## src/sv/ushp_pkg.sv

```systemverilog
// Package: phase encoding, protocol codes and character constants for the URL parser.
`default_nettype none
package ushp_pkg;

    typedef enum logic [2:0] {
        PH_SCHEME     = 3'd0,
        PH_SEP        = 3'd1,
        PH_HOST_FIRST = 3'd2,
        PH_HOST       = 3'd3,
        PH_PORT_FIRST = 3'd4,
        PH_PORT       = 3'd5,
        PH_DOC        = 3'd6
    } t_phase;

    typedef enum logic [1:0] {
        PROTO_HTTP  = 2'd0,
        PROTO_HTTPS = 2'd1,
        PROTO_FTP   = 2'd2
    } t_proto;

    typedef enum logic [2:0] {
        PART_SCHEME = 3'd0,
        PART_SEP    = 3'd1,
        PART_HOST   = 3'd2,
        PART_PORT   = 3'd3,
        PART_SLASH  = 3'd4,
        PART_DOC    = 3'd5
    } t_part;

    localparam logic [7:0] CH_COLON = 8'h3A;
    localparam logic [7:0] CH_SLASH = 8'h2F;
    localparam logic [7:0] CH_CR    = 8'h0D;
    localparam logic [7:0] CH_LF    = 8'h0A;
    localparam logic [7:0] CH_ZERO  = 8'h30;
    localparam logic [7:0] CH_NINE  = 8'h39;
    localparam logic [7:0] CH_UP_A  = 8'h41;
    localparam logic [7:0] CH_UP_Z  = 8'h5A;
    localparam logic [7:0] CH_LO_H  = 8'h68;
    localparam logic [7:0] CH_LO_F  = 8'h66;
    localparam logic [7:0] CH_LO_T  = 8'h74;
    localparam logic [7:0] CH_LO_P  = 8'h70;
    localparam logic [7:0] CH_LO_S  = 8'h73;

    localparam logic [16:0] PORT_MAX = 17'd65535;
    localparam logic [16:0] PORT_SAT = 17'd65536;
    localparam logic [15:0] PORT_HTTP  = 16'd80;
    localparam logic [15:0] PORT_HTTPS = 16'd443;
    localparam logic [15:0] PORT_FTP   = 16'd21;

endpackage
`default_nettype wire

```

## src/sv/url_scheme_host_port_parser_top.sv

```systemverilog
// URL scheme/host/port parser: input register, per-byte parse logic, output register.
// Each byte passes through the input register and then the output register; a stall
// at the output can hold it in either one.
// Throughput: one byte per cycle; the input register and the output register
// each advance whenever the stage after them is empty or being drained.
// Reset (i_rst_n low, synchronous): both stages empty, parse state back to scheme start.
// State also returns to scheme start after each byte with tlast set.
`default_nettype none
module url_scheme_host_port_parser_top (
    input  wire logic        i_clk,
    input  wire logic        i_rst_n,
    input  wire logic        s_axis_tvalid,
    output logic             s_axis_tready,
    input  wire logic [7:0]  s_axis_tdata,   // [7:0] ch
    input  wire logic        s_axis_tlast,   // last
    output logic             m_axis_tvalid,
    input  wire logic        m_axis_tready,
    output logic [31:0]      m_axis_tdata,   // [7:0] ch_out, [8] valid_res,
                                             // [10:9] proto, [26:11] port_num, rest 0
    output logic [2:0]       m_axis_tuser,   // [2:0] part
    output logic             m_axis_tlast    // done_res
);
    import ushp_pkg::*;

    // input stage
    logic        r_in_valid;
    logic [7:0]  r_in_ch;
    logic        r_in_last;

    // parse state
    t_phase      r_phase, n_phase;
    logic [2:0]  r_pos, n_pos;
    t_proto      r_proto, n_proto;
    logic [16:0] r_acc, n_acc;
    logic        r_given, n_given;
    logic        r_failed, n_failed;

    // output stage
    logic        r_out_valid;
    logic [7:0]  r_out_ch;
    logic [2:0]  r_out_part;
    logic        r_out_last;
    logic        r_out_ok;
    logic [1:0]  r_out_proto;
    logic [15:0] r_out_port;

    logic        w_s1_ready;
    logic        w_proc;
    logic [7:0]  w_c;
    logic        w_ok;
    logic        w_to_sep;
    logic        w_digit;
    logic [19:0] w_mul;
    t_part       w_part;
    logic        w_valid;
    logic [15:0] w_port;

    assign w_s1_ready    = !r_out_valid || m_axis_tready;
    assign s_axis_tready = !r_in_valid || w_s1_ready;
    assign w_proc        = r_in_valid && w_s1_ready;

    // ASCII case folding for scheme compare
    assign w_c = (r_in_ch >= CH_UP_A && r_in_ch <= CH_UP_Z) ? r_in_ch + 8'd32 : r_in_ch;

    assign w_digit = (r_in_ch >= CH_ZERO) && (r_in_ch <= CH_NINE);
    // acc*10 + digit; acc <= 65536 so 20 bits hold it
    assign w_mul = ({3'b000, r_acc} << 3) + ({3'b000, r_acc} << 1)
                 + {16'd0, r_in_ch[3:0]};

    // next state
    always_comb begin
        n_phase  = r_phase;
        n_pos    = r_pos;
        n_proto  = r_proto;
        n_acc    = r_acc;
        n_given  = r_given;
        n_failed = r_failed;
        w_ok     = 1'b1;
        w_to_sep = 1'b0;
        if (!r_failed) begin
            unique case (r_phase) inside
                PH_SCHEME: begin
                    if (r_pos == 3'd0) begin
                        if (w_c == CH_LO_H) begin
                            n_proto = PROTO_HTTP;
                        end else if (w_c == CH_LO_F) begin
                            n_proto = PROTO_FTP;
                        end else begin
                            w_ok = 1'b0;
                        end
                    end else if (r_proto == PROTO_FTP) begin
                        if ((r_pos == 3'd1 && w_c == CH_LO_T) ||
                            (r_pos == 3'd2 && w_c == CH_LO_P)) begin
                            w_ok = 1'b1;
                        end else if (r_pos == 3'd3 && w_c == CH_COLON) begin
                            w_to_sep = 1'b1;
                        end else begin
                            w_ok = 1'b0;
                        end
                    end else begin
                        if (((r_pos == 3'd1 || r_pos == 3'd2) && w_c == CH_LO_T) ||
                            (r_pos == 3'd3 && w_c == CH_LO_P)) begin
                            w_ok = 1'b1;
                        end else if (r_pos == 3'd4 && w_c == CH_LO_S &&
                                     r_proto == PROTO_HTTP) begin
                            n_proto = PROTO_HTTPS;
                        end else if ((r_pos == 3'd4 ||
                                      (r_pos == 3'd5 && r_proto == PROTO_HTTPS)) &&
                                     w_c == CH_COLON) begin
                            w_to_sep = 1'b1;
                        end else begin
                            w_ok = 1'b0;
                        end
                    end
                    if (w_to_sep) begin
                        n_phase = PH_SEP;
                        n_pos   = 3'd0;
                    end else if (w_ok) begin
                        n_pos = r_pos + 3'd1;
                    end
                end
                PH_SEP: begin
                    if (r_in_ch == CH_SLASH) begin
                        if (r_pos != 3'd0) begin
                            n_phase = PH_HOST_FIRST;
                            n_pos   = 3'd0;
                        end else begin
                            n_pos = r_pos + 3'd1;
                        end
                    end else begin
                        w_ok = 1'b0;
                    end
                end
                PH_HOST_FIRST: begin
                    if (r_in_ch == CH_COLON || r_in_ch == CH_SLASH) begin
                        w_ok = 1'b0;
                    end else begin
                        n_phase = PH_HOST;
                    end
                end
                PH_HOST: begin
                    if (r_in_ch == CH_COLON) begin
                        n_phase = PH_PORT_FIRST;
                        n_given = 1'b1;
                    end else if (r_in_ch == CH_SLASH) begin
                        n_phase = PH_DOC;
                    end
                end
                PH_PORT_FIRST, PH_PORT: begin
                    if (w_digit) begin
                        n_acc   = (w_mul > {3'b000, PORT_SAT}) ? PORT_SAT : w_mul[16:0];
                        n_phase = PH_PORT;
                    end else if (r_in_ch == CH_SLASH && r_phase == PH_PORT) begin
                        n_phase = PH_DOC;
                    end else begin
                        w_ok = 1'b0;
                    end
                end
                default: begin
                    if (r_in_ch == CH_CR || r_in_ch == CH_LF) begin
                        w_ok = 1'b0;
                    end
                end
            endcase
            if (!w_ok) begin
                n_failed = 1'b1;
            end
        end
    end

    // part tag
    always_comb begin
        unique case (r_phase) inside
            PH_SCHEME: begin
                w_part = (!r_failed && w_c == CH_COLON && w_ok) ? PART_SEP : PART_SCHEME;
            end
            PH_SEP: begin
                w_part = PART_SEP;
            end
            PH_HOST_FIRST: begin
                w_part = PART_HOST;
            end
            PH_HOST: begin
                if (!r_failed && r_in_ch == CH_COLON) begin
                    w_part = PART_PORT;
                end else if (!r_failed && r_in_ch == CH_SLASH) begin
                    w_part = PART_SLASH;
                end else begin
                    w_part = PART_HOST;
                end
            end
            PH_PORT_FIRST, PH_PORT: begin
                if (!r_failed && !w_digit && r_in_ch == CH_SLASH && r_phase == PH_PORT) begin
                    w_part = PART_SLASH;
                end else begin
                    w_part = PART_PORT;
                end
            end
            default: begin
                w_part = PART_DOC;
            end
        endcase
    end

    // end-of-URL verdict, from the updated state
    always_comb begin
        w_valid = !n_failed &&
                  (n_phase == PH_HOST || n_phase == PH_PORT || n_phase == PH_DOC);
        if (n_given) begin
            w_port = n_acc[15:0];
            if (n_acc == 17'd0 || n_acc > PORT_MAX) begin
                w_valid = 1'b0;
            end
        end else if (n_proto == PROTO_HTTPS) begin
            w_port = PORT_HTTPS;
        end else if (n_proto == PROTO_FTP) begin
            w_port = PORT_FTP;
        end else begin
            w_port = PORT_HTTP;
        end
    end

    always_ff @(posedge i_clk) begin
        if (!i_rst_n) begin
            r_in_valid <= 1'b0;
        end else if (s_axis_tready) begin
            r_in_valid <= s_axis_tvalid;
        end
        if (s_axis_tready) begin
            r_in_ch   <= s_axis_tdata;
            r_in_last <= s_axis_tlast;
        end
    end

    always_ff @(posedge i_clk) begin
        if (!i_rst_n) begin
            r_phase  <= PH_SCHEME;
            r_pos    <= 3'd0;
            r_proto  <= PROTO_HTTP;
            r_acc    <= 17'd0;
            r_given  <= 1'b0;
            r_failed <= 1'b0;
        end else if (w_proc) begin
            if (r_in_last) begin
                r_phase  <= PH_SCHEME;
                r_pos    <= 3'd0;
                r_proto  <= PROTO_HTTP;
                r_acc    <= 17'd0;
                r_given  <= 1'b0;
                r_failed <= 1'b0;
            end else begin
                r_phase  <= n_phase;
                r_pos    <= n_pos;
                r_proto  <= n_proto;
                r_acc    <= n_acc;
                r_given  <= n_given;
                r_failed <= n_failed;
            end
        end
    end

    always_ff @(posedge i_clk) begin
        if (!i_rst_n) begin
            r_out_valid <= 1'b0;
        end else if (w_s1_ready) begin
            r_out_valid <= r_in_valid;
        end
        if (w_proc) begin
            r_out_ch    <= r_in_ch;
            r_out_part  <= w_part;
            r_out_last  <= r_in_last;
            r_out_ok    <= r_in_last && w_valid;
            r_out_proto <= (r_in_last && w_valid) ? n_proto : PROTO_HTTP;
            r_out_port  <= (r_in_last && w_valid) ? w_port : 16'd0;
        end
    end

    assign m_axis_tvalid = r_out_valid;
    assign m_axis_tdata  = {5'd0, r_out_port, r_out_proto, r_out_ok, r_out_ch};
    assign m_axis_tuser  = r_out_part;
    assign m_axis_tlast  = r_out_last;

`ifndef NO_ASSERTIONS
    // a final byte leaves the parser at scheme start
    a_reset_after_last: assert property (@(posedge i_clk) disable iff (!i_rst_n)
        (w_proc && r_in_last) |=> (r_phase == PH_SCHEME && !r_failed &&
                                   r_acc == 17'd0 && !r_given))
        else $error("parse state not cleared after last byte");

    a_acc_saturates: assert property (@(posedge i_clk) disable iff (!i_rst_n)
        r_acc <= PORT_SAT)
        else $error("port accumulator above saturation value");

    a_verdict_only_on_last: assert property (@(posedge i_clk) disable iff (!i_rst_n)
        (r_out_valid && !r_out_last) |-> (!r_out_ok && r_out_port == 16'd0))
        else $error("verdict fields set on a non-final byte");

    // once broken, the phase holds until the URL ends
    a_failed_freezes: assert property (@(posedge i_clk) disable iff (!i_rst_n)
        (w_proc && r_failed && !r_in_last) |=> (r_failed && $stable(r_phase)))
        else $error("phase moved after pattern failure");
`endif

endmodule
`default_nettype wire
```

## config.mk

```make
export PLATFORM = sky130hd
export DESIGN_NAME = url_scheme_host_port_parser_top
export DESIGN_NICKNAME = d
export VERILOG_FILES = /design/src/sv/ushp_pkg.sv /design/src/sv/url_scheme_host_port_parser_top.sv
export SDC_FILE = /design/constraint.sdc
export NUM_CORES = 1
export LEC_CHECK = 0
export BUFFER_PORTS_ARGS = -buffer_cell sky130_fd_sc_hd__clkbuf_2
export CAP_MARGIN = 0
export CORE_MARGIN = 5
export CORE_UTILIZATION = 60
export CTS_CLUSTER_SIZE = 8
export DETAILED_ROUTE_END_ITERATION = 7
export PLACE_DENSITY_LB_ADDON = 0.08
export SLEW_MARGIN = 40
export SYNTH_ARGS = -nofsm -noshare
export SYNTH_HDL_FRONTEND = slang
export SYNTH_SLANG_ARGS = --single-unit
```

## constraint.sdc

```tcl
create_clock -name i_clk -period 5 [get_ports i_clk]
set_clock_uncertainty 0.15 [all_clocks]
set_input_delay 0.25 -clock i_clk [delete_from_list [all_inputs] [get_ports i_clk]]
set_output_delay 0.25 -clock i_clk [all_outputs]
set_load 0.01 [all_outputs]
```

==> flow_metrics.tcl, run 1 <==
set metrics [dict create \
    path_class "register to register" \
    combPwrFrac_pct 6.5 \
    status "complete, no violations" \
    clk_path_buf_depth 2 \
    drive_above_1_share_pct 13.4 \
    numCtsBuffers 9 \
    syn_area_um2 5040 \
    postSynthCellCount 568 \
    core_area_um2 8220 \
    die-area_um2 10300 \
    required_ns 5.01 \
    row_count 33 \
    numClockSinks 69 \
    synth_cell_type_count 72 \
    die_x_um 102 \
    antenna_found_initial 0 \
    rr_startpoint "r_in_ch[3]" \
    worstPathMaxFanout 7 \
    drv_cap 0 \
    crit_chain "inv_1, fa_1, fa_1, and2b_1, o211ai_1, and4b_1, or4_4, a2111oi_4, nand4b_4, a2111oi_4, a22oi_1, o32ai_1" \
    clk_latency_ns 0.36 \
    p_sw_uw 296 \
    syn_avg_cell_area_um2 8.88 \
    num_antenna_cells 0 \
    slew_viol_final 0 \
    tritoncts "yes" \
    drt_wl_total_mm 13.5 \
    hold_path_startpoint "i_rst_n" \
    overflow 0 \
    min_period_over_period_pct 92.1 \
    switching_share_pct 23.2 \
    final_nets 672 \
    met1_length_mm 6.52 \
    critPathArrivalTime_ns 4.62 \
    synth_edf_count 40 \
    syn2layout_area_growth_pct 12.7 \
    ant_nets 0 \
    slew_headroom_pct 43.9 \
    io_buffers 45 \
    max_freq_mhz 217 \
    internal_power_uw 977 \
    dr.max_layer_used "met4" \
    wl_per_cell_um 18.6 \
    reg2regPathDepth 12 \
    setup_tns_ns 0 \
    rsz0062_at_grt "no" \
    layout.cells.most_common_list "nand2_1, a21oi_1, clkbuf_2" \
    leakage_uw 0.00225 \
    cp_slowest_cell "or4_4" \
    initialDrtViolationCount 520 \
    synth.largest_area_cell "edfxtp_1" \
    track_usage_pct 26.9 \
    whs_path_depth 3 \
    synthArstFlopShare_pct 0 \
    synth_seq_cells 69 \
    tightest_slew_ns 0.837 \
    ir_drop_mv 0.209 \
    route.met3.wl_mm 1.20 \
    yosysWarnings 0 \
    grt_start_max_net_pins 36 \
    cts_resized 0 \
    final_common_cell "nand2_1" \
    dp_hpwl_mm 9.73 \
    met2_length_mm 5.64 \
    io_pins 51 \
    cp-start-kind "register" \
    finalHoldViolCount 0 \
    die_y_um 102 \
    cpPeakStageDelay_ns 0.57 \
    clkTransAtPathRegs_ns 0.08 \
    p_per_area_nw_per_um2 224 \
    seqPwrFrac_pct 49.6 \
    gp_congestion 0.964 \
    setup_viol 0 \
    fillers 681 \
    power.total_uw 1270 \
    yosysSeqAreaShare_pct 35.3 \
    cp-startpoint "r_in_ch[3]" \
    grt_pass1_wl_mm 22.0 \
    grt_pass1_vias 4331 \
    cts_htree_levels 3 \
    fin_crit_ns 4.60 \
    ys.flop_type "edfxtp_1" \
    initial_utilization_pct 61.4 \
    cts_root_buf "clkbuf_8" \
    pwr-share-clk_pct 43.8 \
    synth_top_area_share_pct 23.8 \
    synth_area_leaders "edfxtp_1, dfxtp_1, ha_1, a21oi_1, nand2_1" \
    end_kind "register" \
    hold_path.class "input port to register" \
    vias 4743 \
    drt-vias-per-instance 6.54 \
    drc 0 \
    drtPass1Iterations 5 \
]
registers in the layout, indices dropped and copies added (netlist names), 2 cells and up:
register / flops
r_out_proto: 2
r_in_ch: 8
r_acc: 17
r_phase: 3
m_axis_tuser: 3
r_pos: 3
r_proto: 2
r_out_ch: 8
r_out_port: 16
metrics by stage:
stage | util [%] | cells | area [um^2] | setup slack, ns | hold slack, ns
2_1_floorplan | - | 572 | 5060 | 0.370 | 0.199
3_3_place_gp | 64.9 | 699 | 5330 | 0.579 | 0.278
3_5_place_dp | 65.0 | 699 | 5340 | 0.448 | 0.279
4_1_cts | 69.1 | 725 | 5680 | 0.412 | 0.0352
5_1_grt | 69.1 | 725 | 5680 | 0.109 | 0.0700
6_report | 69.1 | 725 | 5680 | 0.396 | 0.0310
layer usage:
| metal | vias to the layer above | GRT usage [%] |
|---|---|---|
| li1 | 2256 | - |
| met1 | 2233 | 42.2 |
| met2 | 232 | 38.8 |
| met3 | 22 | 3.86 |
| met4 | 0 | 6.44 |
| met5 | - | 0 |
cells in the mapped netlist (all sizes together) (4+ instances only):
library cell,n
a22oi,19
ha,42
nor3,19
and2,8
nor2,43
nand3b,4
dfxtp,29
nand3,29
o21a,5
edfxtp,40
a21oi,46
buf,11
xnor2,4
nand2b,11
a211oi,8
and4,4
a31oi,6
nand4,6
nor3b,7
o21ai,26
clkbuf,22
or3,6
a21o,9
nor2b,4
nand2,48
inv,22
a2111oi,4
and3,5
nor4,6
o31ai,15
or4,5
final timing paths:
kind | slack [ns] | to
worst max-delay path | 0.40 | r_out_port[0]
worst min-delay path | 0.03 | r_pos[0]
worst max register to register | 0.40 | r_out_port[0]
worst min register to register | 0.37 | m_axis_tvalid
area by class of cell:
type | count | area (um^2) | share of cell area [%]
clock buffer | 9 | 124 | 2.18
inverter | 22 | 82.6 | 1.45
tap | 105 | 131 | 2.31
sequential | 69 | 1780 | 31.4
timing repair buffer | 65 | 400 | 7.05
clock inverter | 7 | 114 | 2.00
multi-input combinational | 448 | 3050 | 53.6
cell families after synthesis:
family,share of synthesized area (%)
buf+inv,4.77
compound gates,24.1
xor+xnor,0.869
fa+ha+maj,11.4
other cells,0.0744
flops,35.3
simple gates,22.6
mux,0.869
critical path: cells and delay by family, from the launching register on:
family,cells,cell delay [ns]
buffers and inverters,1,0.17
AND/OR/NAND/NOR,4,1.26
flip-flops,1,0.40
AO/OA/AOI/OAI,5,1.51
adder cells (fa/ha/maj),2,0.93
timing repair:
action / CTS / global route
setup buffers: 0 / 0
endpoints found under the hold margin: 10 / 0
hold buffers: 10 / 0
endpoints found under the setup margin: 0 / 0
power groups by stage:
stage / combinational (uW) / clock, uW / sequential, uW
after CTS: 82.5 / 557 / 632
after global placement: 74.5 / 0 / 644
final: 83.0 / 558 / 632
after global routing: 90.8 / 585 / 634
after floorplan: 45.3 / 0 / 645
after detailed placement: 76.3 / 0 / 644
(Power assumes the default switching activity.)
==> run 2: changes to the inputs <==
--- a/config.mk
+++ b/config.mk
@@ -5,12 +5,12 @@
 export SDC_FILE = /design/constraint.sdc
 export NUM_CORES = 1
 export LEC_CHECK = 0
-export BUFFER_PORTS_ARGS = -buffer_cell sky130_fd_sc_hd__clkbuf_2
 export CAP_MARGIN = 0
 export CORE_MARGIN = 5
 export CORE_UTILIZATION = 60
 export CTS_CLUSTER_SIZE = 8
 export DETAILED_ROUTE_END_ITERATION = 7
+export DONT_BUFFER_PORTS = 1
 export PLACE_DENSITY_LB_ADDON = 0.08
 export SLEW_MARGIN = 40
 export SYNTH_ARGS = -nofsm -noshare
==> flow_metrics.tcl, run 2 (synthesis gave the netlist of run 1 again) <==
set metrics [dict create \
    vias 4565 \
    ant_nets 0 \
    cts_htree_levels 3 \
    numCtsBuffers 9 \
    required_ns 5.01 \
    worst_slack_ns 0.293 \
    dp_hpwl_mm 9.23 \
    final_cells 681 \
    num_antenna_cells 0 \
    cpLargestDelayFamily "simple AND/OR/NAND/NOR gates" \
    tightest_slew_ns 0.874 \
    setup_tns_ns 0 \
    cpPeakStageDelay_ns 0.65 \
    leakage_uw 0.00204 \
    numClockSinks 69 \
    core_area_um2 8220 \
    initialDrtViolationCount 463 \
    worst-path-buf-inv 1 \
    crit_chain "inv_1, fa_1, fa_1, and2b_1, o211ai_1, and4b_1, or4_4, a2111oi_4, nand4b_4, a2111oi_4, a22oi_1, nor3_1" \
    die-area_um2 10300 \
    clkTransAtPathRegs_ns 0.08 \
    hold_path.class "input port to register" \
    finalInstanceArea_um2 5410 \
    initial_utilization_pct 61.4 \
    place_area_um2 5100 \
    grt_pass1_vias 4246 \
    cts_root_buf "clkbuf_8" \
    drc 0 \
    setup_viol 0 \
    drive_above_1_share_pct 6.08 \
    critPathArrivalTime_ns 4.72 \
    die_x_um 102 \
    cp-start-kind "register" \
    fillers 651 \
    row_count 33 \
    io_pins 51 \
    largestRegisters "r_acc (17), r_out_port (16)" \
    overflow 0 \
    fin_crit_ns 4.71 \
    rsz0062_at_grt "no" \
    clk_latency_ns 0.35 \
    slew_headroom_pct 41.4 \
    drtPass1Iterations 7 \
    cts_resized 0 \
    end_kind "register" \
    syn2layout_area_growth_pct 7.30 \
    wl_per_cell_um 19.1 \
    cp_slowest_cell "a2111oi_4" \
    track_usage_pct 26.4 \
    grt_pass1_wl_mm 21.6 \
    largest_reg_flops 17 \
    io_buffers 0 \
    dp_slack_ns 0.400 \
    drt_wl_total_mm 13.0 \
    final_common_cell "nand2_1" \
    p_per_area_nw_per_um2 214 \
    dp_cells 653 \
    die_y_um 102 \
    drv_cap 0 \
    max_freq_mhz 212 \
    worstPathMaxFanout 9 \
    ir_drop_mv 0.188 \
    finalHoldViolCount 0 \
    final_nets 628 \
    drt-vias-per-instance 6.70 \
    grt_start_max_net_pins 37 \
    status "complete, no violations" \
    gp_congestion 0.893 \
    path_class "register to register" \
    layout.cells.most_common_list "nand2_1, a21oi_1, nor2_1" \
    tritoncts "yes" \
    antenna_found_initial 0 \
    min_period_over_period_pct 94.1 \
    slew_viol_final 0 \
    fin_util_pct 65.8 \
    regMostFlops "r_acc" \
    clk_path_buf_depth 2 \
]
run 2: cell count changes in the layout (fill, tap and decap cells not counted):
cell	change
buf_4	-1
bufinv_16	-2
clkbuf_1	+2
clkbuf_2	-45
clkinv_1	-1
clkinv_2	+2
clkinv_4	-1
dlygate4sd3_1	+2
o31ai_1	+1
o31ai_2	-1
run 2: where the power goes:
| part | internal [uW] | switching, uW | total, uW | leakage, uW |
|---|---|---|---|---|
| combinational | 22.4 | 40.2 | 62.6 | 0.00133 |
| clock | 228 | 225 | 453 | 0.0000907 |
| sequential | 618 | 22.1 | 640 | 0.000615 |
| total | 868 | 288 | 1160 | 0.00204 |
run 2: worst paths after layout:
check	from	endpoint	slack, ns	cells past startpoint
worst max-delay path	r_acc[0]	r_out_port[12]	0.29	12
worst min-delay path	i_rst_n	r_in_valid	0.11	2
worst max register to register	r_acc[0]	r_out_port[12]	0.29	12
worst min register to register	r_in_valid	m_axis_tvalid	0.38	2
run 2: timing repair:
action / CTS / global route
setup endpoints to repair: 0 / 3
hold buffers: 12 / 0
setup buffers: 0 / 0
hold endpoints to repair: 14 / 0
run 2: metal layers:
metal / up-vias / global-route usage [%] / part of all wire, %
li1: 2165 / - / -
met2: 241 / 38.5 / 42
met1: 2139 / 39.5 / 47
met3: 20 / 5.85 / 9.0
met5: - / 0 / 0
met4: 0 / 6.54 / 1.7
run 2: area by class of cell:
cell class / count / area [um^2] / share of cell area, %
Multi-Input combinational cell: 448 / 3040 / 56.3
Tap cell: 105 / 131 / 2.43
Inverter: 22 / 82.6 / 1.53
Timing Repair Buffer: 21 / 188 / 3.47
Clock inverter: 5 / 51.3 / 0.948
Clock buffer: 11 / 131 / 2.43
Sequential cell: 69 / 1780 / 32.9
run 2: stage by stage:
step | total power, uW | hold WS, ns
2_1_floorplan | 690 | 0.199
3_3_place_gp | 704 | 0.199
3_5_place_dp | 707 | 0.199
4_1_cts | 1150 | 0.105
5_1_grt | 1190 | 0.115
6_report | 1160 | 0.114
==> run 3: changes to the inputs <==
--- a/config.mk
+++ b/config.mk
@@ -6,13 +6,12 @@
 export NUM_CORES = 1
 export LEC_CHECK = 0
 export CAP_MARGIN = 0
-export CORE_MARGIN = 5
-export CORE_UTILIZATION = 60
+export CORE_MARGIN = 2
+export CORE_UTILIZATION = 40
 export CTS_CLUSTER_SIZE = 8
 export DETAILED_ROUTE_END_ITERATION = 7
 export DONT_BUFFER_PORTS = 1
 export PLACE_DENSITY_LB_ADDON = 0.08
-export SLEW_MARGIN = 40
 export SYNTH_ARGS = -nofsm -noshare
 export SYNTH_HDL_FRONTEND = slang
 export SYNTH_SLANG_ARGS = --single-unit
==> flow_metrics.tcl, run 3 (synthesis gave the netlist of run 1 again) <==
set metrics [dict create \
    status "complete, no violations" \
    die-area_um2 13500 \
    syn2layout_area_growth_pct 10.9 \
    setup_viol 0 \
    internal_power_uw 973 \
    reg2regPathDepth 12 \
    p_sw_uw 296 \
    clk_path_buf_depth 2 \
    largestRegisters "r_acc (17), r_out_port (16)" \
    io_buffers 0 \
    io_pins 51 \
    rsz0062_at_grt "no" \
    wl_per_cell_um 17.4 \
    required_ns 5.00 \
    slew_viol_final 0 \
    track_usage_pct 20.3 \
    numClockSinks 69 \
    numCtsBuffers 9 \
    layout.cells.most_common_list "nand2_1, a21oi_1, nor2_1" \
    post_cts_buffers 0 \
    fin_crit_ns 4.62 \
    die_y_um 116 \
    ant_nets 0 \
    gp_congestion 0.826 \
    hold_path.class "input port to register" \
    p_per_area_nw_per_um2 227 \
    drv_cap 0 \
    core_area_um2 12500 \
    setup_tns_ns 0 \
    combPwrFrac_pct 4.9 \
    clkTransAtPathRegs_ns 0.05 \
    die_x_um 116 \
    path_class "register to register" \
    cts_root_buf "clkbuf_16" \
    drive_above_1_share_pct 6.38 \
    initial_utilization_pct 40.4 \
    clk_latency_ns 0.34 \
    tightest_slew_ns 1.27 \
    vias 4367 \
    finalHoldViolCount 0 \
    leakage_uw 0.00209 \
    drt-vias-per-instance 5.81 \
    row_count 41 \
    drt_wl_total_mm 13.1 \
    drtPass1Iterations 5 \
    worstPathMaxFanout 8 \
    initialDrtViolationCount 360 \
    regMostFlops "r_acc" \
    num_antenna_cells 0 \
    largest_reg_flops 17 \
    rrSetupSlack_ns 0.38 \
    power.total_uw 1270 \
    whs_path_depth 2 \
    grt_pass1_wl_mm 21.3 \
    grt_start_max_net_pins 37 \
    dp_hpwl_mm 9.81 \
    grt_pass1_vias 3943 \
    tritoncts "yes" \
    final_nets 632 \
    overflow 0 \
    seqPwrFrac_pct 50.5 \
    critPathArrivalTime_ns 4.62 \
    min_period_over_period_pct 92.4 \
    cts_htree_levels 3 \
    antenna_found_initial 0 \
    ir_drop_mv 0.182 \
    drc 0 \
    end_kind "register" \
    switching_share_pct 23.3 \
    max_freq_mhz 216 \
    pwr-share-clk_pct 44.6 \
    slew_headroom_pct 14.9 \
    cp-start-kind "register" \
    final_common_cell "nand2_1" \
]
[run 3: cell types whose count changed in the layout (fill, tap and decap cells not counted), sizes merged]
cell,before,now
bufinv,1,0
buf,9,13
clkinvlp,1,2
[run 3: cell type report]
type	count	area [um^2]
Fill cell	1231	6870
Multi-Input combinational cell	448	3030
Sequential cell	69	1780
Clock buffer	11	233
Timing Repair Buffer	25	218
Tap cell	172	215
Inverter	22	82.6
Clock inverter	5	28.8
[run 3: power groups by stage]
stage                     registers (uW)  clock network (uW)  logic (uW)
after global routing                 643                 602        69.9
after CTS                            641                 582        62.2
after global placement               652                   0        53.5
after detailed placement             653                   0        54.2
after floorplan                      645                   0        45.3
final                                641                 567        61.9
[run 3: repair_timing]
item	in CTS	in global routing
hold endpoints to repair	14	0
resized for setup	0	0
hold buffers	12	0
[run 3: final timing paths]
kind,start,to
min,i_rst_n,r_proto[1]
max,r_in_ch[3],r_out_port[4]
min reg2reg,r_in_valid,m_axis_tvalid
max reg2reg,r_in_ch[3],r_out_port[4]
[run 3: metal layers]
layer | GRT usage [%] | vias up | routed length [um] | share of wire, %
met5 | 0 | - | 0 | 0
met4 | 5.00 | 0 | 136 | 1.0
met3 | 3.79 | 9 | 666 | 5.1
met2 | 28.4 | 137 | 5330 | 41
met1 | 31.7 | 2049 | 6930 | 53
li1 | - | 2172 | - | -
[run 3: per-stage QoR]
stage | hold WS (ns) | cell area (um^2) | std cells | setup slack (ns) | util, %
4_1_cts | 0.110 | 5590 | 752 | 0.389 | 44.9
5_1_grt | 0.147 | 5590 | 752 | 0.0472 | 44.9
2_1_floorplan | 0.199 | 5060 | 572 | 0.370 | -
6_report | 0.119 | 5590 | 752 | 0.381 | 44.9
3_3_place_gp | 0.199 | 5210 | 724 | 0.528 | 41.8
3_5_place_dp | 0.199 | 5210 | 724 | 0.420 | 41.8
[run 3: worst max-delay path, cell delays in order, from the launching register on]
cell,delay (ns)
edfxtp_1,0.38
inv_1,0.16
fa_1,0.46
fa_1,0.47
and2b_1,0.24
o211ai_1,0.13
and4b_1,0.24
or4_4,0.58
a2111oi_4,0.40
nand4b_4,0.20
a2111oi_4,0.58
a22oi_1,0.15
o31ai_1,0.29
